## config.mk

```make
export PLATFORM = sky130hd
export DESIGN_NAME = iir_filter_with_start_values_top
export DESIGN_NICKNAME = d
export VERILOG_FILES = /design/src/hw/rtl/iirsv_pkg.sv /design/src/hw/rtl/iir_filter_with_start_values_top.sv /design/src/hw/rtl/iirsv_divider.sv
export SDC_FILE = /design/constraint.sdc
export NUM_CORES = 2
export LEC_CHECK = 0
export ABC_AREA = 1
export BUFFER_PORTS_ARGS = -buffer_cell sky130_fd_sc_hd__buf_2
export CAP_MARGIN = 20
export CORE_ASPECT_RATIO = 2
export CORE_UTILIZATION = 30
export CTS_BUF_LIST = sky130_fd_sc_hd__clkbuf_4
export DETAILED_ROUTE_END_ITERATION = 12
export PLACE_DENSITY = 0.49
export SYNTH_ARGS = -nofsm -noshare
export SYNTH_HDL_FRONTEND = slang
export SYNTH_HIERARCHICAL = 1
export SYNTH_SLANG_ARGS = --single-unit
```

## constraint.sdc

```tcl
create_clock -name clk -period 16.6 [get_ports clk]
set_input_delay 0.83 -clock clk [delete_from_list [all_inputs] [get_ports clk]]
set_output_delay 0.83 -clock clk [all_outputs]
set_load 0.01 [all_outputs]
```

## src/hw/rtl/iirsv_pkg.sv

```systemverilog
// Shared types and constants for the IIR filter with loadable start values.
// Depends on nothing; imported by every RTL file of the block.
package iirsv_pkg;

    localparam int IIRSV_FORWARD_TAPS  = 4;
    localparam int IIRSV_FEEDBACK_TAPS = 3;

    localparam int DATA_W  = 16;
    localparam int CIDX_W  = 3;
    localparam int TAPSU_W = 3;

    // Configuration register indexes
    localparam logic [CIDX_W-1:0] REG_COEF_B0   = 3'd0;
    localparam logic [CIDX_W-1:0] REG_COEF_B1   = 3'd1;
    localparam logic [CIDX_W-1:0] REG_COEF_B2   = 3'd2;
    localparam logic [CIDX_W-1:0] REG_COEF_B3   = 3'd3;
    localparam logic [CIDX_W-1:0] REG_COEF_A0   = 3'd4;
    localparam logic [CIDX_W-1:0] REG_COEF_A1   = 3'd5;
    localparam logic [CIDX_W-1:0] REG_COEF_A2   = 3'd6;
    localparam logic [CIDX_W-1:0] REG_TAPS_USED = 3'd7;

    localparam int NUM_B_REGS = 4;
    localparam int NUM_A_REGS = 3;

    localparam logic signed [DATA_W-1:0] COEF_UNITY     = 16'sd4096;
    localparam logic [TAPSU_W-1:0]       TAPS_USED_INIT = 3'd1;

    localparam logic CMD_LOAD_START = 1'b0;
    localparam logic CMD_SAMPLE     = 1'b1;

    typedef struct packed {
        logic                     command;
        logic signed [DATA_W-1:0] value;
    } sample_t;

    typedef struct packed {
        logic signed [DATA_W-1:0] y_out;
        logic                     saturated;
        logic                     div_error;
    } result_t;

    typedef enum logic [2:0] {
        ST_IDLE,
        ST_EVAL,
        ST_MAC,
        ST_DRAIN,
        ST_DIV_GO,
        ST_DIV,
        ST_DONE
    } state_t;

endpackage

```

## src/hw/rtl/iir_filter_with_start_values_top.sv

```systemverilog
// Top level of the direct-form-I IIR filter with loadable feedback start values.
// Depends on iirsv_pkg and iirsv_divider.
//
// Each sample is handled by one shared 16x16 multiplier that walks the forward
// and feedback taps (one term per cycle into a wide accumulator), then a serial
// divider that removes a0 at one quotient bit per cycle. The accumulator is 35
// bits wide with the default taps. A start value or a warm-up sample skips the
// multiplier and the divider, and so does a sample that meets a zero a0. The
// input is not ready while a sample is in flight; a finished result sits in an
// output register, so the next transaction can be accepted before it is taken. A
// new result waits while that register still holds one that has not been taken.
module iir_filter_with_start_values_top #(
    parameter int FORWARD_TAPS  = iirsv_pkg::IIRSV_FORWARD_TAPS,
    parameter int FEEDBACK_TAPS = iirsv_pkg::IIRSV_FEEDBACK_TAPS
) (
    input  logic                          clk,
    input  logic                          rst_n,
    input  logic                          sample_valid,
    output logic                          sample_ready,
    input  iirsv_pkg::sample_t            sample,
    output logic                          result_valid,
    input  logic                          result_ready,
    output iirsv_pkg::result_t            result,
    input  logic                          cfg_wr_en,
    input  logic [iirsv_pkg::CIDX_W-1:0]  cfg_index,
    input  logic [iirsv_pkg::DATA_W-1:0]  cfg_data
);
    import iirsv_pkg::*;

    localparam int NT    = FORWARD_TAPS + FEEDBACK_TAPS - 1;
    localparam int TW    = (NT > 1) ? $clog2(NT) : 1;
    localparam int ACC_W = 32 + ((NT > 1) ? $clog2(NT) : 0);
    localparam int DL    = (FORWARD_TAPS > 1) ? FORWARD_TAPS - 1 : 1;
    localparam int HL    = (FEEDBACK_TAPS > 1) ? FEEDBACK_TAPS - 1 : 1;
    localparam int WW    = (FORWARD_TAPS > 1) ? $clog2(FORWARD_TAPS) : 1;

    // configuration
    logic signed [DATA_W-1:0] coef_b_reg [FORWARD_TAPS];
    logic signed [DATA_W-1:0] coef_a_reg [FEEDBACK_TAPS];
    logic [TAPSU_W-1:0]       taps_used_reg;

    // filter state
    logic signed [DATA_W-1:0] dly_reg  [DL];
    logic signed [DATA_W-1:0] hist_reg [HL];
    logic [WW-1:0]            warm_reg;

    state_t state_reg, state_next;

    logic                     cmd_reg;
    logic signed [DATA_W-1:0] x_reg;
    logic                     err_reg;
    logic                     neg_reg;
    logic [TW-1:0]            term_reg;
    logic signed [31:0]       prod_reg;
    logic                     prod_vld_reg;
    logic                     prod_sub_reg;
    logic signed [ACC_W-1:0]  acc_reg;

    logic                     out_valid_reg;
    result_t                  out_reg;

    // sequencer outputs
    logic take;
    logic a0_zero;
    logic in_warmup;
    logic load_start;
    logic err_set;
    logic warm_shift;
    logic mac_begin;
    logic mul_en;
    logic div_start;
    logic res_load;
    logic term_last;

    logic [3:0]               taps;
    logic signed [DATA_W-1:0] coef_sel;
    logic signed [DATA_W-1:0] samp_sel;
    logic                     term_en;
    logic                     term_sub;

    logic [ACC_W-1:0]         acc_mag;
    logic [DATA_W-1:0]        a0_mag;
    logic                     div_done;
    logic [ACC_W-1:0]         q_mag;
    logic signed [DATA_W-1:0] y_val;
    logic                     sat_val;

    logic                     hist_shift;
    logic signed [DATA_W-1:0] hist_in;
    logic                     dly_shift;

    always_comb
    begin
        if (taps_used_reg == '0)
        begin
            taps = 4'd1;
        end
        else if (32'(taps_used_reg) > FORWARD_TAPS)
        begin
            taps = 4'(FORWARD_TAPS);
        end
        else
        begin
            taps = {1'b0, taps_used_reg};
        end
    end

    assign take      = sample_valid & sample_ready;
    assign a0_zero   = (coef_a_reg[0] == '0);
    assign in_warmup = ((5'(warm_reg) + 5'd1) < {1'b0, taps});
    assign term_last = (term_reg == TW'(NT - 1));

    // next state
    always_comb
    begin
        state_next = state_reg;
        case (state_reg)
            ST_IDLE:
            begin
                if (take)
                begin
                    state_next = ST_EVAL;
                end
            end
            ST_EVAL:
            begin
                if (cmd_reg == CMD_LOAD_START)
                begin
                    state_next = ST_IDLE;
                end
                else if (a0_zero)
                begin
                    state_next = ST_DONE;
                end
                else if (in_warmup)
                begin
                    state_next = ST_IDLE;
                end
                else
                begin
                    state_next = ST_MAC;
                end
            end
            ST_MAC:
            begin
                if (term_last)
                begin
                    state_next = ST_DRAIN;
                end
            end
            ST_DRAIN:  state_next = ST_DIV_GO;
            ST_DIV_GO: state_next = ST_DIV;
            ST_DIV:
            begin
                if (div_done)
                begin
                    state_next = ST_DONE;
                end
            end
            ST_DONE:
            begin
                if (!out_valid_reg || result_ready)
                begin
                    state_next = ST_IDLE;
                end
            end
            default:   state_next = ST_IDLE;
        endcase
    end

    // sequencer outputs
    always_comb
    begin
        sample_ready = 1'b0;
        load_start   = 1'b0;
        err_set      = 1'b0;
        warm_shift   = 1'b0;
        mac_begin    = 1'b0;
        mul_en       = 1'b0;
        div_start    = 1'b0;
        res_load     = 1'b0;
        case (state_reg)
            ST_IDLE:   sample_ready = 1'b1;
            ST_EVAL:
            begin
                load_start = (cmd_reg == CMD_LOAD_START);
                err_set    = (cmd_reg == CMD_SAMPLE) && a0_zero;
                warm_shift = (cmd_reg == CMD_SAMPLE) && !a0_zero && in_warmup;
                mac_begin  = (cmd_reg == CMD_SAMPLE) && !a0_zero && !in_warmup;
            end
            ST_MAC:    mul_en    = 1'b1;
            ST_DIV_GO: div_start = 1'b1;
            ST_DONE:   res_load  = !out_valid_reg || result_ready;
            default:   sample_ready = 1'b0;
        endcase
    end

    always_ff @(posedge clk or negedge rst_n)
    begin
        if (!rst_n)
        begin
            state_reg <= ST_IDLE;
        end
        else
        begin
            state_reg <= state_next;
        end
    end

    // configuration writes
    always_ff @(posedge clk or negedge rst_n)
    begin
        if (!rst_n)
        begin
            for (int k = 0; k < FORWARD_TAPS; k++)
            begin
                coef_b_reg[k] <= (k == 0) ? COEF_UNITY : '0;
            end
            for (int k = 0; k < FEEDBACK_TAPS; k++)
            begin
                coef_a_reg[k] <= (k == 0) ? COEF_UNITY : '0;
            end
            taps_used_reg <= TAPS_USED_INIT;
        end
        else if (cfg_wr_en)
        begin
            case (cfg_index)
                REG_COEF_B0, REG_COEF_B1, REG_COEF_B2, REG_COEF_B3:
                begin
                    for (int k = 0; k < FORWARD_TAPS; k++)
                    begin
                        if (k < NUM_B_REGS && cfg_index == (REG_COEF_B0 + CIDX_W'(k)))
                        begin
                            coef_b_reg[k] <= cfg_data;
                        end
                    end
                end
                REG_COEF_A0, REG_COEF_A1, REG_COEF_A2:
                begin
                    for (int k = 0; k < FEEDBACK_TAPS; k++)
                    begin
                        if (k < NUM_A_REGS && cfg_index == (REG_COEF_A0 + CIDX_W'(k)))
                        begin
                            coef_a_reg[k] <= cfg_data;
                        end
                    end
                end
                REG_TAPS_USED: taps_used_reg <= cfg_data[TAPSU_W-1:0];
                default:       taps_used_reg <= taps_used_reg;
            endcase
        end
    end

    // transaction capture and per-item flags
    always_ff @(posedge clk)
    begin
        if (take)
        begin
            cmd_reg <= sample.command;
            x_reg   <= sample.value;
        end
        if (state_reg == ST_EVAL)
        begin
            err_reg <= err_set;
        end
        if (div_start)
        begin
            neg_reg <= acc_reg[ACC_W-1] ^ coef_a_reg[0][DATA_W-1];
        end
    end

    // term select for the shared multiplier
    always_comb
    begin
        coef_sel = coef_b_reg[0];
        samp_sel = x_reg;
        term_en  = 1'b1;
        term_sub = 1'b0;
        for (int k = 1; k < FORWARD_TAPS; k++)
        begin
            if (term_reg == TW'(k))
            begin
                coef_sel = coef_b_reg[k];
                samp_sel = dly_reg[k-1];
                term_en  = (5'(k) < {1'b0, taps});
            end
        end
        for (int k = 1; k < FEEDBACK_TAPS; k++)
        begin
            if (term_reg == TW'(FORWARD_TAPS + k - 1))
            begin
                coef_sel = coef_a_reg[k];
                samp_sel = hist_reg[k-1];
                term_en  = 1'b1;
                term_sub = 1'b1;
            end
        end
    end

    always_ff @(posedge clk or negedge rst_n)
    begin
        if (!rst_n)
        begin
            prod_vld_reg <= 1'b0;
            term_reg     <= '0;
        end
        else
        begin
            prod_vld_reg <= mul_en & term_en;
            if (mac_begin)
            begin
                term_reg <= '0;
            end
            else if (mul_en)
            begin
                term_reg <= term_reg + 1'b1;
            end
        end
    end

    always_ff @(posedge clk)
    begin
        prod_reg     <= coef_sel * samp_sel;
        prod_sub_reg <= term_sub;
        if (mac_begin)
        begin
            acc_reg <= '0;
        end
        else if (prod_vld_reg)
        begin
            acc_reg <= prod_sub_reg ? acc_reg - ACC_W'(prod_reg) : acc_reg + ACC_W'(prod_reg);
        end
    end

    assign acc_mag = acc_reg[ACC_W-1] ? ACC_W'(-acc_reg) : ACC_W'(acc_reg);
    assign a0_mag  = coef_a_reg[0][DATA_W-1] ? DATA_W'(-coef_a_reg[0])
                                             : DATA_W'(coef_a_reg[0]);

    iirsv_divider #(
        .ACC_W (ACC_W)
    ) u_div (
        .clk      (clk),
        .rst_n    (rst_n),
        .start    (div_start),
        .dividend (acc_mag),
        .divisor  (a0_mag),
        .done     (div_done),
        .quotient (q_mag)
    );

    // sign and clip the truncated quotient
    always_comb
    begin
        if (neg_reg)
        begin
            sat_val = (|q_mag[ACC_W-1:DATA_W]) || (q_mag[DATA_W-1] && (|q_mag[DATA_W-2:0]));
            y_val   = sat_val ? 16'sh8000 : DATA_W'(-q_mag[DATA_W-1:0]);
        end
        else
        begin
            sat_val = |q_mag[ACC_W-1:DATA_W-1];
            y_val   = sat_val ? 16'sh7fff : q_mag[DATA_W-1:0];
        end
    end

    assign dly_shift  = warm_shift || (res_load && !err_reg);
    assign hist_shift = load_start || (res_load && !err_reg);
    assign hist_in    = load_start ? x_reg : y_val;

    always_ff @(posedge clk or negedge rst_n)
    begin
        if (!rst_n)
        begin
            for (int k = 0; k < DL; k++)
            begin
                dly_reg[k] <= '0;
            end
            for (int k = 0; k < HL; k++)
            begin
                hist_reg[k] <= '0;
            end
            warm_reg <= '0;
        end
        else
        begin
            if (dly_shift && FORWARD_TAPS > 1)
            begin
                dly_reg[0] <= x_reg;
                for (int k = 1; k < DL; k++)
                begin
                    dly_reg[k] <= dly_reg[k-1];
                end
            end
            if (hist_shift && FEEDBACK_TAPS > 1)
            begin
                hist_reg[0] <= hist_in;
                for (int k = 1; k < HL; k++)
                begin
                    hist_reg[k] <= hist_reg[k-1];
                end
            end
            if (load_start)
            begin
                warm_reg <= '0;
            end
            else if (warm_shift)
            begin
                warm_reg <= warm_reg + 1'b1;
            end
        end
    end

    // output register
    always_ff @(posedge clk or negedge rst_n)
    begin
        if (!rst_n)
        begin
            out_valid_reg <= 1'b0;
        end
        else if (res_load)
        begin
            out_valid_reg <= 1'b1;
        end
        else if (result_ready)
        begin
            out_valid_reg <= 1'b0;
        end
    end

    always_ff @(posedge clk)
    begin
        if (res_load)
        begin
            if (err_reg)
            begin
                out_reg.y_out     <= '0;
                out_reg.saturated <= 1'b0;
                out_reg.div_error <= 1'b1;
            end
            else
            begin
                out_reg.y_out     <= y_val;
                out_reg.saturated <= sat_val;
                out_reg.div_error <= 1'b0;
            end
        end
    end

    assign result_valid = out_valid_reg;
    assign result       = out_reg;

endmodule

```

## src/hw/rtl/iirsv_divider.sv

```systemverilog
// Serial restoring divider: unsigned magnitudes, one quotient bit per cycle.
// Depends on iirsv_pkg for the data width.
module iirsv_divider #(
    parameter int ACC_W = 35
) (
    input  logic                          clk,
    input  logic                          rst_n,
    input  logic                          start,
    input  logic [ACC_W-1:0]              dividend,
    input  logic [iirsv_pkg::DATA_W-1:0]  divisor,
    output logic                          done,
    output logic [ACC_W-1:0]              quotient
);
    import iirsv_pkg::*;

    localparam int CNT_W = (ACC_W > 1) ? $clog2(ACC_W) : 1;

    logic [ACC_W-1:0]  dvd_reg;
    logic [DATA_W-1:0] rem_reg;
    logic [DATA_W-1:0] dsr_reg;
    logic [CNT_W-1:0]  cnt_reg;
    logic              busy_reg;
    logic              done_reg;

    logic [DATA_W:0]   trial;
    logic [DATA_W:0]   diff;
    logic              qbit;

    // remainder stays below the divisor, so it fits DATA_W bits
    always_comb
    begin
        trial = {rem_reg, dvd_reg[ACC_W-1]};
        diff  = trial - {1'b0, dsr_reg};
        qbit  = (trial >= {1'b0, dsr_reg});
    end

    always_ff @(posedge clk or negedge rst_n)
    begin
        if (!rst_n)
        begin
            busy_reg <= 1'b0;
            done_reg <= 1'b0;
            cnt_reg  <= '0;
        end
        else
        begin
            done_reg <= 1'b0;
            if (start)
            begin
                busy_reg <= 1'b1;
                cnt_reg  <= '0;
            end
            else if (busy_reg)
            begin
                cnt_reg <= cnt_reg + 1'b1;
                if (cnt_reg == CNT_W'(ACC_W - 1))
                begin
                    busy_reg <= 1'b0;
                    done_reg <= 1'b1;
                end
            end
        end
    end

    always_ff @(posedge clk)
    begin
        if (start)
        begin
            dvd_reg <= dividend;
            dsr_reg <= divisor;
            rem_reg <= '0;
        end
        else if (busy_reg)
        begin
            dvd_reg <= {dvd_reg[ACC_W-2:0], qbit};
            rem_reg <= qbit ? diff[DATA_W-1:0] : trial[DATA_W-1:0];
        end
    end

    assign done     = done_reg;
    assign quotient = dvd_reg;

endmodule

```

=== After elaboration in Yosys (flattened, before gate mapping) ===
Index checks and enable logic that the tools add are counted.
W data, S select, Z words.

* Register bits after elaboration: 385
* Memories: 0
* Output and inout bits: 20
* Input port bits: 41
* Bits in writable memories: 0
* Bits in read-only memories: 0
* Latch bits: 0
* Word-level logic and storage cells: 174

* Bitwise logic cells: 4
* Multiplexer cells: 59
* Add/sub/neg operators: 10
* $mul: 1
* Equality and inequality tests: 23
* Reduce and logical (&&, ||, !) cells: 36
* Div/mod/pow operators: 0
* $lt $le $gt $ge: 6
* Shift operators: 0

{| class="wikitable"
|+ Operators with widths
! kind !! number
|-
| $mux W16 || 15
|-
| $mux W35 || 4
|-
| $add A35 B32 Y35 || 1
|-
| $neg A35 Y35 || 1
|-
| $sub A35 B32 Y35 || 1
|-
| $mul A16 B16 Y32 || 1
|-
| $neg A16 Y16 || 2
|-
| $eq A3 B3 Y1 const B || 9
|-
| $mux W3 || 9
|-
| $mux W1 || 23
|-
| $pmux W3 S7 || 1
|-
| $reduce_and A3 Y1 || 7
|-
| $reduce_or A20 Y1 || 1
|-
| $reduce_or A19 Y1 || 1
|-
| $eq A3 B2 Y1 const B || 6
|-
| $ge A17 B16 Y1 || 1
|-
| $logic_not A16 Y1 || 1
|-
| $sub A16 B16 Y16 || 1
|-
| $mux W15 || 1
|-
| $reduce_or A15 Y1 || 1
|-
| $mux W6 || 2
|-
| $eq A3 B1 Y1 const B || 3
|-
| $logic_not A3 Y1 || 3
|-
| $lt A2 B4 Y1 const A || 2
|-
| other kinds (23) || 42
|}

=== Longest topological paths before layout ===
* Depth in word-level cells: 10
* Mapped depth: 38
* Mapped depth without buffers: 36

=== Modules after synthesis ===
The synthesis kept the hierarchy.

{| class="wikitable"
|+ By module, submodules not included
! module !! cells each !! times used !! area each (µm²)
|-
| iir_filter_with_start_values_top || 3,577 || 1 || 27,702.8
|-
| iirsv_divider || 528 || 1 || 4,240.3
|}

=== Least setup slack after synthesis ===
OpenSTA, ideal clock, no wires.

* Path type: reg-to-reg
* From: register term_reg[0]
* To: register prod_reg[28]
* Path buffers: 2
* Path slack: 9.860 ns
* Clock period less this slack: 6.740 ns
* Library setup time: 0.126 ns
* Cell stages (with the launch flop): 26
* Arrival: 6.614 ns
* Data required time: 16.474 ns
* Cells stage by stage: dfrtp_1 ha_1 ha_1 clkbuf_1 clkbuf_1 nand2_1 o211ai_2 a22oi_4 inv_2 nand2_1 fa_1 inv_1 fa_1 inv_1 fa_1 fa_1 fa_1 fa_1 inv_1 ha_1 nand2_1 nand2_1 o21bai_1 a221oi_1 o211ai_1 xor2_1

* Word-level cells in the longest chain between the ends: 7

{| class="wikitable"
|+ Ends and longest elaborated chain
! what !! line !! text
|-
| from (decl) || iir_filter_with_start_values_top.sv:53 || <nowiki>logic [TW-1:0] term_reg;</nowiki>
|-
| from (signal assigned) || iir_filter_with_start_values_top.sv:316 || <nowiki>term_reg <= term_reg + 1'b1;</nowiki>
|-
| $eq A3 B1 Y1 || iir_filter_with_start_values_top.sv:281 || <nowiki>if (term_reg == TW'(k))</nowiki>
|-
| $mux W16 (3 in series) || iir_filter_with_start_values_top.sv:281 ||
|-
| $mux W16 (2 in series) || iir_filter_with_start_values_top.sv:290 || <nowiki>if (term_reg == TW'(FORWARD_TAPS + k - 1))</nowiki>
|-
| $mul A16 B16 Y32 (*) || iir_filter_with_start_values_top.sv:323 || <nowiki>prod_reg <= coef_sel * samp_sel;</nowiki>
|-
| to (signal assigned) || iir_filter_with_start_values_top.sv:323 ||
|-
| to (decl) || iir_filter_with_start_values_top.sv:54 || <nowiki>logic signed [31:0] prod_reg;</nowiki>
|}

Mark *: on every way between the ends. The rest lies on a longest branch, timed or not.
A chain may end at the register's enable or synchronous reset.

=== Final worst setup path ===
* From: register term_reg[0]
* To: register prod_reg[29]

Same word-level chain as after synthesis.

==> summary.txt <==
Floorplan
  – Die X-Extent: 233 µm
  – Ports placed on the boundary: 61
  – Area of the core region: 0.106 mm²
  – Initial standard-cell utilization of the core: 30.2%
  – Overall die height: 463 µm
  – Rows: 169
  – Die area: 0.108 mm²

CTS
  – Maximum root-to-sink buffer count: 3
  – Number of sinks on the clock net: 385
  – Number of gates resized after cts: 0
  – Total number of H-tree levels: 3
  – Number of buffers created by CTS: 97
  – Root Buffer Master: sky130_fd_sc_hd__clkbuf_4
  – CTS tree: yes
  – Clock slew seen by the registers of the worst setup and hold paths: 0.08 ns
  – Worst-skew pair later-pin latency: 1.02 ns

Run status
  – Outcome: completed

Timing
  – Final setup viols: 0
  – Pins Over Slew Limit: 0
  – Minimum clock period: 8.46 ns
  – Worst slew margin: 28.1%
  – Transition time at the pin with the least slew margin: 1.07 ns
  – Final setup skew: 0.0886 ns
  – Setup_tns: 0 ns
  – Final-report hold violation count: 0
  – RSZ-0062 raised after global routing: no
  – Fin crit share: 50.9%
  – Max Clk Rate: 118 MHz

Detailed routing
  – Number of detailed-route iterations in the first pass: 7
  – Remaining routing DRC violations: 0
  – Routed length per placed instance: 18.8 µm
  – Detailed Route Iter0 Violations: 1272
  – DR vias: 26700
  – Number of routed nets with antenna violations: 0
  – Detailed Route WL: 106 mm
  – Ratio of routed vias to standard cells: 4.73

Global routing
  – Largest net degree at the start of global routing: 112
  – Initial antenna violation count: 2
  – First-pass GRT wire length: 163 mm
  – Vias in the first global route: 28200
  – Gr ovfl total: 0
  – Tot GR Track Use: 20.2%

Setup path
  – Worst-path cell with the longest stage delay: sky130_fd_sc_hd__fa_1
  – Arrival time at the worst endpoint: 9.30 ns
  – Crit end category: flip-flop
  – Critical path class: flip-flop to flip-flop
  – Maximum fanout along the worst path: 43
  – Launching element type of the critical path: flip-flop
  – Worst path required time: 17.44 ns
  – Reg2Reg Setup Slack: 8.14 ns
  – CP peak stage delay: 0.98 ns

Synth
  – Net count of the mapped netlist: 4556
  – Fraction of synthesis flops using an asynchronous set or reset pin: 55.3%
  – Post-Syn Area: 0.0319 mm²
  – Yosys reg bits: 385
  – Count of flip-flops with a built-in enable after synthesis: 88
  – Synthesized area per cell: 7.78 µm²
  – Synthesized instance count: 4105
  – Number of warnings printed during yosys synthesis: 6
  – Share of the yosys chip area belonging to registers: 30.2%
  – Distinct cell type count of the synthesized netlist: 61
  – Most used flip-flop cell after synthesis: sky130_fd_sc_hd__dfrtp_1

Run
  – Max capacitance violation total: 0

Cells and area
  – Total area of multi-input combinational cells: 0.0187 mm²
  – Synthesis-to-layout area growth: 9.95%
  – Final cell utilization of the core: 33.2%
  – Nets: 4635
  – Storage cell area: 0.00966 mm²
  – Fillcell total: 11400
  – Share of post-route cells with drive strength above 1: 8.19%
  – Max FFs per register: 64

Min path
  – Worst hold path class: input pin to flip-flop

Placed design
  – Final Wtd Congestion: 0.993
  – Half-perimeter wire length after placement: 82.6 mm
  – Port Buffers: 60
==> worst max-delay path, delay by kind of cell, from the launching register on <==
family | cells | cell delay (ns)
AND/OR/NAND/NOR | 11 | 1.30
buffers and inverters | 9 | 1.49
flip-flops | 1 | 0.41
AO/OA/AOI/OAI | 4 | 0.93
adder cells (fa/ha/maj) | 8 | 4.14
==> Yosys cell counts (24+ instances only) <==
| library cell | count | share of area [%] |
|---|---|---|
| sky130_fd_sc_hd__dfxtp_1 | 84 | 5.3 |
| sky130_fd_sc_hd__edfxtp_1 | 88 | 8.3 |
| sky130_fd_sc_hd__nor3_1 | 37 | 0.58 |
| sky130_fd_sc_hd__dfrtp_1 | 210 | 16 |
| sky130_fd_sc_hd__nand2_1 | 1019 | 12 |
| sky130_fd_sc_hd__fa_1 | 264 | 17 |
| sky130_fd_sc_hd__xnor2_1 | 55 | 1.5 |
| sky130_fd_sc_hd__o211ai_1 | 36 | 0.85 |
| sky130_fd_sc_hd__clkbuf_1 | 68 | 0.80 |
| sky130_fd_sc_hd__a21oi_1 | 148 | 2.3 |
| sky130_fd_sc_hd__nand3_1 | 161 | 2.5 |
| sky130_fd_sc_hd__nor2_1 | 361 | 4.2 |
| sky130_fd_sc_hd__inv_2 | 28 | 0.33 |
| sky130_fd_sc_hd__buf_2 | 40 | 0.63 |
| sky130_fd_sc_hd__xor2_1 | 82 | 2.2 |
| sky130_fd_sc_hd__ha_1 | 146 | 5.7 |
| sky130_fd_sc_hd__o21ai_0 | 272 | 4.3 |
| sky130_fd_sc_hd__inv_1 | 742 | 8.7 |
| sky130_fd_sc_hd__nand4_1 | 24 | 0.47 |
==> what timing repair did <==
action,in CTS,in global routing
endpoints found under the hold margin,127,0
hold buffers,21,0
buffers inserted,0,0
==> placed cells by master (no fill, tap or decap), types with 24 or more instances in the layout <==
cell type,n
sky130_fd_sc_hd__o21ai_0,272
sky130_fd_sc_hd__dfxtp_1,84
sky130_fd_sc_hd__ha_1,146
sky130_fd_sc_hd__xor2_1,82
sky130_fd_sc_hd__dfrtp_1,209
sky130_fd_sc_hd__nand3_1,161
sky130_fd_sc_hd__clkinv_1,26
sky130_fd_sc_hd__inv_2,28
sky130_fd_sc_hd__buf_2,59
sky130_fd_sc_hd__o211ai_1,36
sky130_fd_sc_hd__nor2_1,360
sky130_fd_sc_hd__clkbuf_4,135
sky130_fd_sc_hd__nor3_1,36
sky130_fd_sc_hd__fa_1,264
sky130_fd_sc_hd__xnor2_1,55
sky130_fd_sc_hd__a21oi_1,148
sky130_fd_sc_hd__edfxtp_1,88
sky130_fd_sc_hd__nand2_1,1018
sky130_fd_sc_hd__nand4_1,24
sky130_fd_sc_hd__inv_1,742
sky130_fd_sc_hd__buf_4,24
==> layout make-up <==
type,instances,area share [%]
diodes,4,0.0285
clock buffers,135,2.89
clock inverters,43,0.841
inverters,773,8.26
multi-input cells,2819,53.4
flip-flops and latches,385,27.5
well taps,1368,4.87
repair buffers,108,2.23
==> layer usage <==
layer  wire (µm)  part of all wire, %  GRT usage (%)
met3        3230                  3.1           2.32
met1       36500                   35           19.8
met2       58300                   55           38.9
met5           0                    0              0
met4        7700                  7.3           13.4
==> cells by family (layout without fill, tap and decap cells) <==
family	count (synthesis)	count (layout)	share of synthesized area [%]
simple gates	1670	1670	21.4
buf+inv	901	1059	11.1
compound gates	602	602	11.2
fa+ha+maj	410	410	22.3
flops	385	385	30.2
xor+xnor	137	137	3.76
other cells	0	4	0
==> path summary, 6_finish.rpt <==
path	depth (start not counted)	to	from
min in group asynchronous	2	coef_a_reg[19]	rst_n
worst max register to register	32	prod_reg[29]	term_reg[0]
worst min-delay path	3	coef_a_reg[35]	cfg_data[3]
worst min register to register	2	u_div/rem_reg[10]	u_div/rem_reg[10]
worst max-delay path	32	prod_reg[29]	term_reg[0]
max in group asynchronous	4	dly_reg[44]	rst_n
==> stage by stage <==
step	cells	setup slack, ns	hold WS (ns)	cell area (µm²)
2_1_floorplan	4105	9.86	0.424	31900
3_3_place_gp	5429	8.17	0.462	33500
3_5_place_dp	5429	8.11	0.460	33500
4_1_cts	5628	8.01	0.0487	35000
5_1_grt	5635	7.60	0.125	35100
6_report	5635	8.14	0.212	35100
Power is left out: the tool's default activity adds up to more than one toggle a clock period on the data nets, which glitch-free logic cannot reach.
